File: src/rtl/core/rmv_pkg.sv
package rmv_pkg;

    localparam int W_SAMPLE  = 32;
    localparam int W_COUNT   = 32;
    localparam int W_VAR     = 48;
    localparam int FRAC_BITS = 16;

    // sample minus mean, and its magnitude
    localparam int W_DIFF = W_SAMPLE + 1;
    // |d1| * |d2|
    localparam int W_PROD = 2 * W_DIFF;
    // (n-1) * var + p
    localparam int W_NUM  = W_COUNT + W_VAR + 1;
    localparam int W_ITER = $clog2(W_NUM + 1);
    // multiply step counter, and zero padding below the mean dividend
    localparam int W_MCNT = $clog2(W_DIFF + 1);
    localparam int W_VHI  = W_NUM - W_DIFF;

    localparam logic [W_ITER-1:0] DIV_MEAN_ITERS = W_ITER'(W_DIFF);
    localparam logic [W_ITER-1:0] DIV_VAR_ITERS  = W_ITER'(W_NUM);

    typedef struct packed {
        logic              start;
        logic [W_ITER-1:0] iters;
    } t_div_ctl;

endpackage

File: src/rtl/core/rmv_div.sv
// Restoring radix-2 divider, one quotient bit per cycle.
// The dividend is left-aligned by the caller; after iters steps the
// quotient sits in the low iters bits of o_quotient.
module rmv_div
    import rmv_pkg::*;
(
    input  logic               i_clk,
    input  logic               i_rst_n,
    input  t_div_ctl           i_ctl,
    input  logic [W_NUM-1:0]   i_dividend,
    input  logic [W_COUNT-1:0] i_divisor,
    output logic               o_done,
    output logic [W_NUM-1:0]   o_quotient
);

    logic [W_ITER-1:0]  r_cnt;
    logic               r_done;
    logic [W_COUNT-1:0] r_rem;
    logic [W_NUM-1:0]   r_dq;

    logic [W_COUNT:0]   n_trial;
    logic               n_bit;
    logic [W_COUNT-1:0] n_rem;

    always_comb begin
        n_trial = {r_rem, r_dq[W_NUM-1]};
        n_bit   = (n_trial >= {1'b0, i_divisor});
        n_rem   = n_bit ? W_COUNT'(n_trial - {1'b0, i_divisor}) : n_trial[W_COUNT-1:0];
    end

    always_ff @(posedge i_clk) begin
        if (!i_rst_n) begin
            r_cnt  <= '0;
            r_done <= 1'b0;
        end else begin
            r_done <= 1'b0;
            if (i_ctl.start) begin
                r_cnt <= i_ctl.iters;
            end else if (r_cnt != '0) begin
                r_cnt  <= r_cnt - 1'b1;
                r_done <= (r_cnt == W_ITER'(1));
            end
        end
    end

    always_ff @(posedge i_clk) begin
        if (i_ctl.start) begin
            r_rem <= '0;
            r_dq  <= i_dividend;
        end else if (r_cnt != '0) begin
            r_rem <= n_rem;
            r_dq  <= {r_dq[W_NUM-2:0], n_bit};
        end
    end

    assign o_done     = r_done;
    assign o_quotient = r_dq;

endmodule

File: src/rtl/core/running_mean_variance.sv
// channel   valid    stall    word
// input     i_valid  o_stall  i_sample
// output    o_valid  i_stall  o_count, o_mean, o_variance
//
// One sample at a time: o_stall is high from capture until the word commits.
// 33-step mean divide, 33-step shift-add multiply, 81-step variance divide,
// all bit serial, both divides through one shared restoring divider, plus setup states.
// Reset clears count, mean and variance to zero.
// A finished word waits in the output register while the next sample runs;
// the block holds before commit if that word is still stalled.
module running_mean_variance
    import rmv_pkg::*;
(
    input  logic                i_clk,
    input  logic                i_rst_n,
    input  logic                i_valid,
    output logic                o_stall,
    input  logic [W_SAMPLE-1:0] i_sample,
    output logic                o_valid,
    input  logic                i_stall,
    output logic [W_COUNT-1:0]  o_count,
    output logic [W_SAMPLE-1:0] o_mean,
    output logic [W_VAR-1:0]    o_variance
);

    typedef enum logic [3:0] {
        S_IDLE, S_D1, S_A1, S_DIV1, S_MEAN, S_D2, S_A2, S_MUL, S_NUM, S_DIV2, S_FIN
    } t_state;

    t_state r_state;

    logic [W_COUNT-1:0]  r_count;
    logic [W_SAMPLE-1:0] r_mean;
    logic [W_VAR-1:0]    r_var;

    logic [W_SAMPLE-1:0] r_x;
    logic [W_COUNT-1:0]  r_n;
    logic [W_DIFF-1:0]   r_d;
    logic [W_DIFF-1:0]   r_a1;
    logic                r_neg;
    logic [W_DIFF-1:0]   r_step;
    logic [W_SAMPLE-1:0] r_mean_new;
    logic [W_PROD-1:0]   r_pp;
    logic [W_NUM-1:0]    r_pv;
    logic [W_MCNT-1:0]   r_mcnt;

    t_div_ctl            r_div_ctl;
    logic [W_NUM-1:0]    r_dividend;
    logic                div_done;
    logic [W_NUM-1:0]    div_q;

    logic                r_o_valid;
    logic [W_COUNT-1:0]  r_o_count;
    logic [W_SAMPLE-1:0] r_o_mean;
    logic [W_VAR-1:0]    r_o_var;

    logic [W_DIFF-1:0]   n_abs;
    logic [W_DIFF:0]     n_pp_sum;
    logic [W_VAR:0]      n_pv_sum;
    logic [W_VAR-1:0]    n_var;
    logic                n_fin;

    always_comb begin
        n_abs    = r_d[W_DIFF-1] ? (W_DIFF'(0) - r_d) : r_d;
        n_pp_sum = {1'b0, r_pp[W_PROD-1:W_DIFF]} + (r_pp[0] ? {1'b0, r_a1} : '0);
        n_pv_sum = {1'b0, r_pv[W_NUM-1:W_DIFF]} + (r_pv[0] ? {1'b0, r_var} : '0);
        n_var    = (div_q[W_NUM-1:W_VAR] != '0) ? '1 : div_q[W_VAR-1:0];
        n_fin    = (r_state == S_FIN) && (!r_o_valid || !i_stall);
    end

    rmv_div u_div (
        .i_clk      (i_clk),
        .i_rst_n    (i_rst_n),
        .i_ctl      (r_div_ctl),
        .i_dividend (r_dividend),
        .i_divisor  (r_n),
        .o_done     (div_done),
        .o_quotient (div_q)
    );

    always_ff @(posedge i_clk) begin
        if (!i_rst_n) begin
            r_state   <= S_IDLE;
            r_count   <= '0;
            r_mean    <= '0;
            r_var     <= '0;
            r_div_ctl <= '0;
            r_o_valid <= 1'b0;
            r_mcnt    <= '0;
        end else begin
            if (n_fin) begin
                r_o_valid <= 1'b1;
            end else if (r_o_valid && !i_stall) begin
                r_o_valid <= 1'b0;
            end
            unique case (r_state)
                S_IDLE: begin
                    if (i_valid) begin
                        r_x     <= i_sample;
                        r_n     <= (r_count == '1) ? r_count : r_count + 1'b1;
                        r_state <= S_D1;
                    end
                end
                S_D1: begin
                    r_d     <= {r_x[W_SAMPLE-1], r_x} - {r_mean[W_SAMPLE-1], r_mean};
                    r_state <= S_A1;
                end
                S_A1: begin
                    r_a1       <= n_abs;
                    r_neg      <= r_d[W_DIFF-1];
                    r_dividend <= {n_abs, {W_VHI{1'b0}}};
                    r_div_ctl  <= '{start: 1'b1, iters: DIV_MEAN_ITERS};
                    r_state    <= S_DIV1;
                end
                S_DIV1: begin
                    r_div_ctl.start <= 1'b0;
                    if (div_done) begin
                        r_step  <= r_neg ? (W_DIFF'(0) - div_q[W_DIFF-1:0])
                                         : div_q[W_DIFF-1:0];
                        r_state <= S_MEAN;
                    end
                end
                S_MEAN: begin
                    r_mean_new <= r_mean + r_step[W_SAMPLE-1:0];
                    r_state    <= S_D2;
                end
                S_D2: begin
                    r_d     <= {r_x[W_SAMPLE-1], r_x}
                             - {r_mean_new[W_SAMPLE-1], r_mean_new};
                    r_state <= S_A2;
                end
                S_A2: begin
                    r_pp    <= {{W_DIFF{1'b0}}, n_abs};
                    r_pv    <= {{W_VAR{1'b0}}, 1'b0, r_n - 1'b1};
                    r_mcnt  <= W_MCNT'(W_DIFF);
                    r_state <= S_MUL;
                end
                S_MUL: begin
                    r_pp   <= {n_pp_sum, r_pp[W_DIFF-1:1]};
                    r_pv   <= {n_pv_sum, r_pv[W_DIFF-1:1]};
                    r_mcnt <= r_mcnt - 1'b1;
                    if (r_mcnt == W_MCNT'(1)) begin
                        r_state <= S_NUM;
                    end
                end
                S_NUM: begin
                    r_dividend <= r_pv + W_NUM'(r_pp >> FRAC_BITS);
                    r_div_ctl  <= '{start: 1'b1, iters: DIV_VAR_ITERS};
                    r_state    <= S_DIV2;
                end
                S_DIV2: begin
                    r_div_ctl.start <= 1'b0;
                    if (div_done) begin
                        r_state <= S_FIN;
                    end
                end
                S_FIN: begin
                    if (n_fin) begin
                        r_count   <= r_n;
                        r_mean    <= r_mean_new;
                        r_var     <= n_var;
                        r_o_count <= r_n;
                        r_o_mean  <= r_mean_new;
                        r_o_var   <= n_var;
                        r_state   <= S_IDLE;
                    end
                end
                default: begin
                    r_state <= S_IDLE;
                end
            endcase
        end
    end

    assign o_stall    = (r_state != S_IDLE);
    assign o_valid    = r_o_valid;
    assign o_count    = r_o_count;
    assign o_mean     = r_o_mean;
    assign o_variance = r_o_var;

endmodule
File: config.mk
export PLATFORM = sky130hd
export DESIGN_NAME = running_mean_variance
export DESIGN_NICKNAME = d
export VERILOG_FILES = /design/src/rtl/core/rmv_pkg.sv /design/src/rtl/core/rmv_div.sv /design/src/rtl/core/running_mean_variance.sv
export SDC_FILE = /design/constraint.sdc
export NUM_CORES = 2
export LEC_CHECK = 0
export BUFFER_PORTS_ARGS = -buffer_cell sky130_fd_sc_hd__buf_2
export CORE_ASPECT_RATIO = 1.4
export CORE_UTILIZATION = 65
export DETAILED_ROUTE_END_ITERATION = 16
export PLACE_DENSITY_LB_ADDON = 0.3
export SYNTH_ARGS = -nofsm -noshare
export SYNTH_HDL_FRONTEND = slang
export SYNTH_SLANG_ARGS = --single-unit
File: constraint.sdc
create_clock -name i_clk -period 8.7 [get_ports i_clk]
set_input_delay 1.74 -clock i_clk [delete_from_list [all_inputs] [get_ports i_clk]]
set_output_delay 1.74 -clock i_clk [all_outputs]
set_load 0.03 [all_outputs]
==> summary.txt <==
Run status
  • Status: completed

Placement
  • DPL Wire Length: 85.5 mm
  • PortBufs: approximately 150
  • Setup WS pre-CTS: ~4.0 ns
  • Cells after DPL: just over 5000
  • Routability Congestion: 0.968

Drt
  • DRC: 0
  • Via density: around 6.4
  • Total number of vias: between 30000 and 40000
  • Final WL: 118 mm
  • DRT Pass-1 Iters: 6
  • Post-DRT Antenna Nets: 0
  • Routed length per placed instance: approximately 23 um
  • Iteration-0 DRC Markers: 3233

Global route
  • GRT Total Usage: between 30% and 40%
  • First-pass GRT wire length: 180 mm
  • Antenna violations before repair: 4
  • Vias in the first global route: around 32000
  • Total gr overflow: 0
  • Largest net degree at the start of global routing: 85

Clock network
  • Post-CTS Setup Inserts: 0
  • PostCTS Resize Cnt: 0
  • Hold Buf Count CTS: 0
  • Clk sinks: roughly 800
  • Htree depth: 3
  • Clk Tree Root Cell: clkbuf_16
  • CTS buffer count: between 70 and 80
  • Clock Latency Late Sink: approximately 0.66 ns
  • CTS tree: done
  • Clock-pin slew on the worst setup and hold paths: approximately 0.060 ns
  • Maximum root-to-sink buffer count: 3

STA
  • Period utilization: around 55%
  • Achievable frequency: 208 MHz
  • Setup TNS: 0 ns
  • Finish-stage setup viols: 0
  • Fin crit period: 4.81 ns
  • Setup slack after layout: 3.89 ns
  • Worst Skew: ~0.034 ns
  • Hold slack: roughly 0.47 ns
  • Max-slew violation count: 0
  • Final hold violations: 0
  • Max-Slew Margin vs Limit: under 10%
  • Tightest Pin Transition: between 1 and 1.5 ns
  • RSZ-0062 raised after global routing: no

Yosys
  • Synth async-reset ratio: 0%
  • Synth Net Count: around 4500
  • Number of flops mapped to enable cells by yosys: around 620
  • Post-Syn Instances: 4208
  • Dominant synthesized flop cell: edfxtp_1
  • Sequential share of the synthesized area: between 40% and 50%
  • Synthesized cell area: roughly 44000 sq um
  • #FFs+latches synth: roughly 800
  • Synth Area per Inst: just over 10 sq um
  • Yosys warns: 0
  • Netlist cell types: 93

Pwr
  • Power Density: about 240 nW/um^2
  • Leak: roughly 0.018 uW
  • Peak supply drop: between 0.2 and 0.3 mV

Floorplan
  • Cell Rows: roughly 110
  • Chip height: 309 um
  • Core ar.: between 60000 and 70000 sq um
  • # IOs: 150
  • DIE AREA: 68300 sq um
  • Die Wd: approximately 220 um
  • Initial Util: 65.7%

Setup path
  • Critical path class: register to register
  • Crit path max fanout: 32
  • CP required: ~9.1 ns
  • CP endpoint kind: register
  • Crit path DAT: between 5 and 6 ns
  • Startpoint Class: register

Min path
  • Hold crit path type: register to register

Finish
  • Fin cells: around 5200
  • Layout Area Growth over Synthesis: 9.31%
  • Final #Nets: 4573
  • Layout cells sized above 1: about a tenth
  • Leading cell type in the layout, fill and taps excluded: edfxtp_1
  • Commonest cells after routing, fill and taps aside: edfxtp_1 (616), nor2_1 (452), nand2_1 (406)

Run
  • MaxCap Viol Count: 0
cell families (layout without fill, tap and decap cells):
group,after synthesis,after routing,synth area share [%]
simple gates,1508,1508,16.7
compound gates,925,925,13.9
flops,783,783,50.0
xor+xnor,337,337,6.75
buf+inv,285,438,2.50
fa+ha+maj,240,240,6.97
mux,130,130,3.22
other cells,0,4,0
cell type report:
cell class              count  area [sq um]
flip-flops and latches    783         21800
multi-input cells        3140         20900
fillers                  4712         18800
clock buffers             103          2160
well taps                 855          1070
repair buffers            179           973
inverters                 117           439
clock inverters            39           432
diodes                      4          10.0
cell usage after synthesis (12+ instances only):
master / n / area share [%]
edfxtp_1: 616 / 42
a21oi_1: 268 / 3.1
xor2_1: 122 / 2.4
a311oi_1: 21 / 0.42
a21boi_0: 79 / 1.4
mux2i_1: 46 / 1.1
a31oi_1: 34 / 0.49
nand2_1: 407 / 3.5
nor2b_1: 32 / 0.46
o21bai_1: 26 / 0.45
o31ai_1: 28 / 0.48
nand2b_1: 72 / 1.0
dfxtp_1: 167 / 7.6
nor3b_1: 54 / 0.93
inv_1: 115 / 0.99
and2_1: 117 / 1.7
or2_2: 17 / 0.24
xnor2_1: 215 / 4.3
and4_1: 13 / 0.26
nor2_1: 453 / 3.9
and3_1: 41 / 0.59
or3_1: 24 / 0.34
nor3_1: 63 / 0.72
nand3_1: 96 / 1.1
nor4_1: 25 / 0.36
o21a_1: 27 / 0.46
a211oi_1: 25 / 0.43
nand4_1: 55 / 0.79
a21o_1: 116 / 2.0
mux2_2: 84 / 2.2
clkbuf_1: 144 / 1.2
ha_1: 234 / 6.7
o21ai_0: 177 / 2.0
o211ai_1: 20 / 0.34
buf_2: 12 / 0.14
worst max-delay path: stages, from the launching register on:
cell and delay [ns]:
dfxtp_1 0.48, nor2_1 0.31, and3_2 0.22, buf_4 0.44, mux2_2 0.40, ha_1 0.20
inv_1 0.07, fa_1 0.20, a21o_1 0.13, a21oi_1 0.10, o21ai_1 0.19, a31oi_1 0.16
o21ai_1 0.29, a31oi_1 0.20, o31ai_1 0.50, a21boi_1 0.19, o21ai_0 0.30, o21ai_0 0.14
path summary, 6_finish.rpt:
check,from,endpoint,slack (ns),cells past startpoint
worst max-delay path,r_state[3]$_SDFFE_PN0P_,r_d[32]$_DFFE_PP_,3.89,17
worst min-delay path,r_count[31]$_SDFFE_PN0P_,r_count[31]$_SDFFE_PN0P_,0.47,2
worst max register to register,r_state[3]$_SDFFE_PN0P_,r_d[32]$_DFFE_PP_,3.89,17
worst min register to register,r_count[31]$_SDFFE_PN0P_,r_count[31]$_SDFFE_PN0P_,0.47,2
metal layers:
metal  part of all wire, %  wire length (um)  vias to the layer above  track usage (%)
met5                 0.037                44                        -                0
met4                   7.8              9220                        6             24.6
met3                   7.0              8250                      378             5.07
met2                    48             57100                     1438             58.4
met1                    37             43700                    15900             40.1
li1                      -                 -                    15500                -
registers in the layout (all words and copies together), names as in the netlist, 33 cells and up:
name / cells
r_d: 33
o_variance: 48
r_pp: 66
r_dividend: 81
r_a1: 33
u_div.o_quotient: 81
r_var: 48
r_pv: 81
power by group:
group	switching, uW	leakage (uW)	internal [uW]
Sequential	486	0.00720	4750
Clock	1500	0.00125	1920
Combinational	1670	0.00944	1140
Total	3660	0.0179	7810
metrics by stage:
step / total power [uW] / instance area (sq um) / util (%)
global placement: 7950 / 45200 / 67.9
global route: 11900 / 47800 / 71.8
detailed placement: 8040 / 45200 / 67.9
CTS: 11400 / 47800 / 71.8
finish: 11500 / 47800 / 71.8
floorplan: 7200 / 43700 / -
Power figures use the tool's default switching activity.
